$ cat src/design/brf_pkg.sv
// Shared definitions for the circular byte FIFO: field widths, operation
// codes and the control struct between the pointer unit and the top level.
// No dependencies.
`default_nettype none

package brf_pkg;

    localparam int MODE_W       = 3;
    localparam int BYTE_W       = 8;
    localparam int CNT_W        = 11;
    localparam int CAPACITY_DEF = 1024;

    localparam logic [MODE_W-1:0] MODE_PUSH    = 3'd0;
    localparam logic [MODE_W-1:0] MODE_POP     = 3'd1;
    localparam logic [MODE_W-1:0] MODE_PEEK    = 3'd2;
    localparam logic [MODE_W-1:0] MODE_DISCARD = 3'd3;
    localparam logic [MODE_W-1:0] MODE_CLEAR   = 3'd4;

    typedef struct packed {
        logic ok;
        logic rd;
        logic wr;
    } brf_op_t;

endpackage

`default_nettype wire

$ cat src/design/brf_ptr.sv
// Head, tail and fill level of the circular byte FIFO; decodes one item into
// memory read/write commands and the next fill level.
// Depends on brf_pkg.
`default_nettype none

module brf_ptr #(
    parameter int CAPACITY = brf_pkg::CAPACITY_DEF,
    localparam int AW = $clog2(CAPACITY),
    localparam int FW = $clog2(CAPACITY + 1)
) (
    input  wire logic                         aclk,
    input  wire logic                         aresetn,
    input  wire logic                         accept_i,
    input  wire logic [brf_pkg::MODE_W-1:0]   mode_i,
    input  wire logic [brf_pkg::CNT_W-1:0]    count_i,
    output brf_pkg::brf_op_t                  op_o,
    output logic [AW-1:0]                     rd_addr_o,
    output logic [AW-1:0]                     wr_addr_o,
    output logic [FW-1:0]                     fill_next_o
);

    localparam int CW = (FW > brf_pkg::CNT_W) ? FW : brf_pkg::CNT_W;
    localparam int SW = FW + 1;
    localparam logic [FW-1:0] CAP_F  = FW'(CAPACITY);
    localparam logic [SW-1:0] CAP_S  = SW'(CAPACITY);
    localparam logic [AW-1:0] LAST_A = AW'(CAPACITY - 1);

    logic [AW-1:0] head_reg, head_next;
    logic [AW-1:0] tail_reg, tail_next;
    logic [FW-1:0] fill_reg, fill_next;

    logic [CW-1:0] cnt_ext;
    logic [CW-1:0] fill_ext;
    logic          cnt_lt;
    logic          cnt_le;
    logic [FW-1:0] cnt_f;
    logic [FW-1:0] off_f;
    logic [SW-1:0] sum_s;
    logic [SW-1:0] sum_wrap;
    logic [AW-1:0] head_adv;
    logic [AW-1:0] tail_adv;

    assign cnt_ext  = CW'(count_i);
    assign fill_ext = CW'(fill_reg);
    assign cnt_lt   = cnt_ext < fill_ext;
    assign cnt_le   = cnt_ext <= fill_ext;
    assign cnt_f    = cnt_lt ? cnt_ext[FW-1:0] : fill_reg;
    assign off_f    = (mode_i == brf_pkg::MODE_POP) ? FW'(1) : cnt_f;
    assign sum_s    = SW'(head_reg) + SW'(off_f);
    assign sum_wrap = (sum_s >= CAP_S) ? (sum_s - CAP_S) : sum_s;
    assign head_adv = sum_wrap[AW-1:0];
    assign tail_adv = (tail_reg == LAST_A) ? '0 : (tail_reg + AW'(1));

    assign rd_addr_o   = (mode_i == brf_pkg::MODE_PEEK) ? head_adv : head_reg;
    assign wr_addr_o   = tail_reg;
    assign fill_next_o = fill_next;

    always_comb begin
        op_o      = '0;
        head_next = head_reg;
        tail_next = tail_reg;
        fill_next = fill_reg;
        unique case (mode_i)
            brf_pkg::MODE_PUSH: begin
                if (fill_reg != CAP_F) begin
                    op_o.ok   = 1'b1;
                    op_o.wr   = 1'b1;
                    tail_next = tail_adv;
                    fill_next = fill_reg + FW'(1);
                end
            end
            brf_pkg::MODE_POP: begin
                if (fill_reg != '0) begin
                    op_o.ok   = 1'b1;
                    op_o.rd   = 1'b1;
                    head_next = head_adv;
                    fill_next = fill_reg - FW'(1);
                end
            end
            brf_pkg::MODE_PEEK: begin
                op_o.ok = cnt_lt;
                op_o.rd = cnt_lt;
            end
            brf_pkg::MODE_DISCARD: begin
                op_o.ok   = cnt_le;
                head_next = head_adv;
                fill_next = fill_reg - cnt_f;
            end
            brf_pkg::MODE_CLEAR: begin
                op_o.ok   = 1'b1;
                head_next = '0;
                tail_next = '0;
                fill_next = '0;
            end
            default: begin
                op_o = '0;
            end
        endcase
    end

    always_ff @(posedge aclk) begin
        if (!aresetn) begin
            head_reg <= '0;
            tail_reg <= '0;
            fill_reg <= '0;
        end else if (accept_i) begin
            head_reg <= head_next;
            tail_reg <= tail_next;
            fill_reg <= fill_next;
        end
    end

`ifndef SYNTH
    a_fill_bound: assert property (@(posedge aclk) disable iff (!aresetn)
        fill_reg <= CAP_F)
        else $error("fill level above capacity");

    a_ptr_consistent: assert property (@(posedge aclk) disable iff (!aresetn)
        (((SW'(head_reg) + SW'(fill_reg)) >= CAP_S)
            ? (SW'(head_reg) + SW'(fill_reg) - CAP_S)
            : (SW'(head_reg) + SW'(fill_reg))) == SW'(tail_reg))
        else $error("tail does not match head plus fill");

    a_push_full: assert property (@(posedge aclk) disable iff (!aresetn)
        (accept_i && (mode_i == brf_pkg::MODE_PUSH) && (fill_reg == CAP_F))
            |=> $stable(fill_reg) && $stable(tail_reg))
        else $error("push on full queue changed state");
`endif

endmodule

`default_nettype wire

$ cat config.mk
export PLATFORM = sky130hd
export DESIGN_NAME = brf_ptr
export DESIGN_NICKNAME = d
export VERILOG_FILES = /design/src/design/brf_pkg.sv /design/src/design/brf_ptr.sv
export SDC_FILE = /design/constraint.sdc
export NUM_CORES = 1
export LEC_CHECK = 0
export BUFFER_PORTS_ARGS = -buffer_cell sky130_fd_sc_hd__buf_2
export CAP_MARGIN = 20
export CORE_AREA = 4 4 83 85
export DETAILED_ROUTE_END_ITERATION = 8
export DIE_AREA = 0 0 87 89
export GPL_ROUTABILITY_DRIVEN = 0
export PLACE_DENSITY = 0.8
export REMOVE_ABC_BUFFERS = 1
export SYNTH_ARGS = -nofsm -noshare
export SYNTH_HDL_FRONTEND = slang
export SYNTH_SLANG_ARGS = --single-unit
export TNS_END_PERCENT = 50
$ cat constraint.sdc
create_clock -name aclk -period 9.1 [get_ports aclk]
set_clock_uncertainty 0.1 [all_clocks]
set_input_delay 1.365 -clock aclk [delete_from_list [all_inputs] [get_ports aclk]]
set_output_delay 1.365 -clock aclk [all_outputs]
set_load 0.01 [all_outputs]
# Yosys cells after proc, flatten, opt, wreduce, memory -nomap -nowiden
# Index checks and enable logic that the tools add are counted.
[totals]
ram_bits = 0
romBits = 0
out_inout_bits = 34
latch_bits = 0
register_bits = 31
memories = 0
inputBits = 17
[op_classes]
multipliers = 0
bitwise_logic = 0
reduce_logical = 6
n_mux = 17
div = 0
order_cmp = 3
shifts = 0
eq_ne = 8
add_sub_neg = 6
[op_table]
columns = ["operator", "n"]
rows = [
  ["2-to-1 mux 10 bit", 5],
  ["2-to-1 mux 11 bit", 4],
  ["one-hot mux 11 bit (4 select lines)", 1],
  ["one-hot mux 10 bit (3 select lines)", 1],
  ["one-hot mux 10 bit (2 select lines)", 1],
  ["adder 10 x 11 -> 12 bit", 1],
  [">= comparator 12 x 11 -> 1 bit (second input constant)", 1],
  ["adder 11 x 1 -> 11 bit (second input constant)", 1],
  ["<= comparator 11 bit", 1],
  ["< comparator 11 bit", 1],
  ["!= test 11 bit (second input constant)", 1],
  ["nonzero test 11 bit", 1],
  ["subtractor 11 x 1 -> 11 bit (second input constant)", 1],
  ["subtractor 11 bit", 1],
  ["adder 10 x 1 -> 10 bit (second input constant)", 1],
  ["== test 10 bit (second input constant)", 1],
  ["subtractor 10 x 1 -> 10 bit (second input constant)", 1],
  ["== test 3 x 2 -> 1 bit (second input constant)", 2],
  ["AND reduction 3 bit", 2],
  ["one-hot mux 1 bit (5 select lines)", 1],
  ["== test 3 x 1 -> 1 bit (second input constant)", 1],
  ["== test 3 bit (second input constant)", 1],
  ["logical NOT 3 bit", 1],
  ["nonzero test 3 bit", 1],
  ["6 further kinds", 7],
]

# Longest topological paths before layout
# Gate-level depths: netlist of the first run.
[depth]
ltp_word = 8
ltp_mapped = 17
mapped_depth_nobuf = 16

# Worst setup path before layout of the first run
# Ideal clock, no wire load.
[synth_path]
path_type = "input port to output port"
from = "input count_i[6] (netlist name)"
to = "output rd_addr_o[8]"
path_stages = 15
n_path_buf = 1
slack_ps = 2737
t_arrival_ps = 4898
required_time_ps = 7635
cell_sequence = "ha_1 > a21oi_1 > o21ai_0 > a2111oi_4 > clkbuf_1 > nor2_1 > a21oi_1 > nor2_1 > fa_1 > a21o_1 > a21oi_1 > o21bai_1 > a2111oi_0 > o211ai_1 > nand3_1"
[synth_via]
elab_chain_len = 7
elab_cells_between_ends = 8
[synth_rtl]
columns = ["element", "line_no", "rtl"]
rows = [
  ["start, declared", "brf_ptr.sv:15", "input wire logic [brf_pkg::CNT_W-1:0] count_i,"],
  ["< comparator 11 bit", "brf_ptr.sv:45", "assign cnt_lt = cnt_ext < fill_ext;"],
  ["2-to-1 mux 11 bit (*)", "brf_ptr.sv:47", "assign cnt_f = cnt_lt ? cnt_ext[FW-1:0] : fill_reg;"],
  ["2-to-1 mux 11 bit (*)", "brf_ptr.sv:48", "assign off_f = (mode_i == brf_pkg::MODE_POP) ? FW'(1) : cnt_f;"],
  ["adder 10 x 11 -> 12 bit (*)", "brf_ptr.sv:49", "assign sum_s = SW'(head_reg) + SW'(off_f);"],
  ["subtractor 10 x 1 -> 10 bit or >= comparator 12 x 11 -> 1 bit (tied branches)", "brf_ptr.sv:50", "assign sum_wrap = (sum_s >= CAP_S) ? (sum_s - CAP_S) : sum_s;"],
  ["2-to-1 mux 10 bit (*)", "brf_ptr.sv:50", ""],
  ["2-to-1 mux 10 bit (*)", "brf_ptr.sv:54", "assign rd_addr_o = (mode_i == brf_pkg::MODE_PEEK) ? head_adv : head_reg;"],
  ["end, declared", "brf_ptr.sv:17", "output logic [AW-1:0] rd_addr_o,"],
]
# Mark *: on every way between the ends. The rest lies on a longest branch, timed or not.

# Worst setup path in the final report of the first run
[layout_path]
from = "input count_i[4] (netlist name)"
to = "output rd_addr_o[8]"
# The elaborated chain is that of the path after synthesis.

==> results of run 1 <==
[power by group]
part / leakage, µW / total [µW] / internal [µW] / switching, µW
clock network: 0.0000612 / 148 / 88.7 / 59.8
registers: 0.000252 / 158 / 142 / 16.4
logic: 0.00141 / 266 / 107 / 159
total: 0.00172 / 573 / 337 / 235
[logic make-up (layout without fill, tap and decap cells)]
family	after synthesis	count (layout)	share of synthesized area (%)
AOI/OAI and AO/OA	175	175	31.81
buffers and inverters	46	81	6.640
and+or+nand+nor	201	201	27.96
DFF	31	31	16.47
adders and majority gates	35	35	12.02
xor gates and xnor gates	15	15	3.486
muxes	6	6	1.627
[critical path, delay by kind of cell]
family / cells / cell delay, ps
compound gates: 9 / 2390
simple gates: 2 / 280
buf+inv: 3 / 530
fa+ha+maj: 3 / 960
[routing by layer]
layer	vias up	global-route usage [%]	wire (µm)
li1	1986	-	-
met1	1936	38.46	4631
met2	276	44.51	4884
met3	47	6.083	1264
met4	0	10.91	355
met5	-	0	0
[placed cells by master (no fill, tap or decap), types with 6 or more instances in the layout]
master and n:
nor2_1 55, buf_2 50, a21oi_1 48, nand2_1 44, o21ai_0 35, ha_1 33
dfxtp_1 31, inv_1 21, nand3_1 19, nor3_1 17, xnor2_1 9, a211oi_1 9
a31oi_1 9, or3_1 8, nand4_1 8, a21o_1 8, nor2b_1 7, o21bai_1 7
nand2b_1 6, xor2_1 6, clkbuf_8 6
[through the flow]
stage               instances  hold slack (ps)  power (µW)  util (%)
floorplan                 485            367.6       348.0         -
global placement          613            381.9       412.7     63.74
detailed placement        613            390.0       419.0     63.74
CTS                       621            404.4       567.8     65.64
global route              621            452.8       606.9     65.64
finish                    621            406.3       572.5     65.64
[cell type report]
cell class / instances / area share [%]
multi-input combinational: 432 / 71.15
sequential: 31 / 15.24
tap: 77 / 2.366
inverter: 22 / 2.028
clock buffer: 6 / 2.028
clock inverter: 2 / 0.8602
timing repair buffer: 51 / 6.329
[worst paths after layout]
check / slack (ps) / startpoint / to / cells after the start
hold reg to reg: 410 / wr_addr_o[1] / wr_addr_o[1] / 2
hold / removal: 410 / wr_addr_o[1] / wr_addr_o[1] / 2
setup / recovery: 2090 / count_i[4] / rd_addr_o[8] / 17
setup reg to reg: 3900 / fill_ext[8] / head_reg[8] / 17
==> metrics.csv, run 1 <==
metric,value,unit
status,finished clean,
antenna_found_initial,0,
area_growth,8.068,%
rows,29,
synth_area_per_cell,7.404,µm²
synth_seq_area_share,16.47,%
relSlewSlack,31.72,%
h-tree-depth,2,
max-cap-violations,0,
finalNetCount,595,
yosysTopAreaCellShare,16.47,%
io_pins,51,
remaining_drc_errors,0,
cts_root_buffer,clkbuf_8,
hp-class,flop to flop,
fmax,142.7,MHz
clock_sinks,31,
drtPass1Iterations,7,
cp-end-kind,output port,
drive_gt1_share,13.97,%
post-place-ws,2168,ps
grt_pass1_wl,17.60,mm
grt_overflow,0,
start_util,60.74,%
finalWirelength,11.14,mm
cts_resized,0,
powerDensity,140.6,mW/mm²
diodes,0,
ant_nets,0,
yosysTopAreaCell,dfxtp_1,
setup-tns-final,0,ps
drtIter0Drc,643,
rsz0062_at_grt,no,
required,7640,ps
die_area,0.007743,mm²
synth_area,0.003769,mm²
yosys_register_bits,31,
cts_setup_buffers,0,
setup_viol,0,
regArea,620.6,µm²
synthArstFlopShare,0,%
place_hpwl,8.282,mm
synth.area.top_cells,"dfxtp_1, ha_1, a21oi_1",
grt_max_degree,25,
viasPerCell,6.836,
multi_input_area,0.002898,mm²
synth_edf_count,0,
portBuffers,50,
ys_types,79,
period_needed,7008,ps
design_area,0.004073,mm²
yosysWarnings,0,
cts_inserted_buffers,5,
synth_common_cells,"nor2_1, a21oi_1, nand2_1, o21ai_0, ha_1",
filler_cell_count,555,
arrival,5540,ps
largest_reg_flops,11,
slowest_delay,900,ps
die_h,89,µm
vias,4245,
slowest_stage,a2111oi_0,
clk_transition_reported_paths,70,ps
wl_per_cell,17.93,µm
p_leak,0.001723,µW
cts_tree,yes,
setup_ws,2092,ps
cts_buffer_depth,2,
max_slew.worst_pin.slew,998.4,ps
vdd_drop_max,0.09381,mV
clk_latency,290,ps
cp_max_fo,24,
layout_worst_path_cycle_share,77.01,%
grt_pass1_vias,3698,
syn-instance-count,509,
path_class,input port to output port,
ctsHoldBuffers,0,
synthFlopType,dfxtp_1,
place_area,0.003955,mm²
yosysMostFrequentCell,nor2_1,
final_max_slew_viol_count,0,
die_w,87,µm
core-area,0.006205,mm²
cp-start-kind,input port,
crit_chain,buf_2 > ha_1 > a21oi_1 > o21ai_0 > a2111oi_4 > buf_4 > o21ai_0 > nand2b_1 > ha_1 > fa_1 > a21o_1 > a21oi_1 > o21bai_1 > a2111oi_0 > o211ai_1 > nand3_1 > buf_2,
hold_viol,0,
grt_util_all_layers,28.50,%
Note: power is estimated with default switching activity, not from simulation.
==> run 2, diff against run 1 <==
- CORE_AREA: 4 4 83 85 -> 4 4 89 91
- DIE_AREA: 0 0 87 89 -> 0 0 93 95
- PLACE_DENSITY: 0.8 -> 0.73
- clock period: 9.1 -> 6.09 ns (I/O delays scaled with it)
==> run 2 against run 1 <==
Clock power is 53% higher. Wire length is 4.4% higher. Via count is 1.3% lower. Utilization is 7.1 points lower. Hold slack worse by 0.67 ps. Flip-flop and latch count stayed put. Worst setup slack worse by 1800 ps. Total power is 52% higher. Critical endpoint unchanged. Largest power group unchanged.
==> metrics.csv, run 2 (synthesis results as in run 1) <==
metric,value,unit
path_buf_inv,4,
max-cap-violations,0,
finalWirelength,11.63,mm
r2r_slack,1570,ps
diodes,0,
setup_viol,0,
rows,31,
grt_pass1_wl,19.14,mm
ctsHoldBuffers,0,
start_util,52.81,%
crit_chain,buf_2 > ha_1 > nand4_1 > inv_1 > a2111oi_4 > o21ai_0 > nand2b_1 > ha_1 > fa_1 > a21o_1 > a21oi_1 > o21bai_1 > a2111oi_0 > buf_4 > o211ai_1 > nand3_1 > buf_2,
p_leak,0.001762,µW
regArea,626.9,µm²
rsz0062_at_grt,no,
cts_root_buffer,clkbuf_8,
vias,4189,
drtPass1Iterations,5,
holdWs,405.6,ps
wl_per_cell,17.89,µm
hold_viol,0,
cts_resized,0,
grt_util_all_layers,26.90,%
portBuffers,50,
max_slew.worst_pin.slew,992.9,ps
layout_worst_path_cycle_share,95.23,%
fmax,172.4,MHz
grt_pass1_vias,3990,
grt_max_degree,24,
multi_input_area,0.002915,mm²
path_class,input port to output port,
place_hpwl,8.832,mm
remaining_drc_errors,0,
area_growth,10.82,%
antenna_found_initial,0,
grt_overflow,0,
cts_setup_buffers,0,
io_pins,51,
cp-start-kind,input port,
die_w,93,µm
layout_common_cells,"nor2_1, buf_2, a21oi_1, nand2_1, o21ai_0",
h-tree-depth,2,
clock_sinks,31,
drive_gt1_share,16.15,%
required,5080,ps
drtIter0Drc,502,
cts_buffer_depth,2,
place_area,0.004035,mm²
finalNetCount,602,
ant_nets,0,
die_h,95,µm
period_needed,5799,ps
cp_max_fo,7,
status,finished clean,
setup-tns-final,0,ps
vdd_drop_max,0.08716,mV
clk_transition_reported_paths,70,ps
slowest_stage,a2111oi_4,
relSlewSlack,33.50,%
powerDensity,208.1,mW/mm²
hp-class,flop to flop,
layout_commonest_cell,nor2_1,
filler_cell_count,718,
die_area,0.008835,mm²
final_max_slew_viol_count,0,
cts_tree,yes,
clk_latency,300,ps
slowest_delay,550,ps
design_area,0.004177,mm²
viasPerCell,6.445,
largest_reg_flops,11,
cp-end-kind,output port,
arrival,4790,ps
cts_inserted_buffers,5,
core-area,0.007137,mm²
cp_top_family,compound AO/OA/AOI/OAI gates,
-- run 2: worst paths after layout --
path | start | to | cells past startpoint
worst max-delay path | count_i[8] | rd_addr_o[8] | 17
worst min register to register | wr_addr_o[1] | wr_addr_o[1] | 2
worst max register to register | fill_ext[6] | head_reg[8] | 16
worst min-delay path | wr_addr_o[1] | wr_addr_o[1] | 2
-- run 2: worst min-delay path, delay by kind of cell (launching register included) --
kind,cells,cell delay [ps]
flip-flops,1,340
AND/OR/NAND/NOR,1,70
AO/OA/AOI/OAI,1,50
-- run 2: metrics by stage --
step / total power [µW] / cells / worst slack (ps) / util, %
global placement: 626.7 / 642 / 293.7 / 56.54
CTS: 860.1 / 650 / 136.5 / 58.19
floorplan: 520.0 / 485 / 308.2 / -
finish: 869.3 / 650 / 290.6 / 58.52
detailed placement: 634.7 / 642 / 265.2 / 56.54
global route: 923.1 / 650 / 9.739 / 58.52
-- run 2: report_power, final --
group / internal, µW / switching, µW / leakage (µW) / total (µW)
clock: 133 / 93.4 / 0.0000612 / 226
sequential: 212 / 19.7 / 0.000254 / 232
combinational: 164 / 247 / 0.00145 / 411
-- run 2: area by class of cell --
class / count / area share (%)
Multi-Input combinational cell: 432 / 69.80
Clock buffer: 6 / 1.977
Clock inverter: 2 / 0.8388
Tap cell: 99 / 2.966
Inverter: 22 / 1.977
Sequential cell: 31 / 15.01
Timing Repair Buffer: 58 / 7.430
-- run 2: per-layer routing --
layer	vias to the layer above	GRT usage (%)	wire length (µm)	part of all wire, %
met5	-	0	0	0
met4	0	8.913	286	2.5
met3	31	5.578	1126	9.7
met2	226	44.69	5306	46
met1	1932	34.76	4909	42
li1	2000	-	-	-
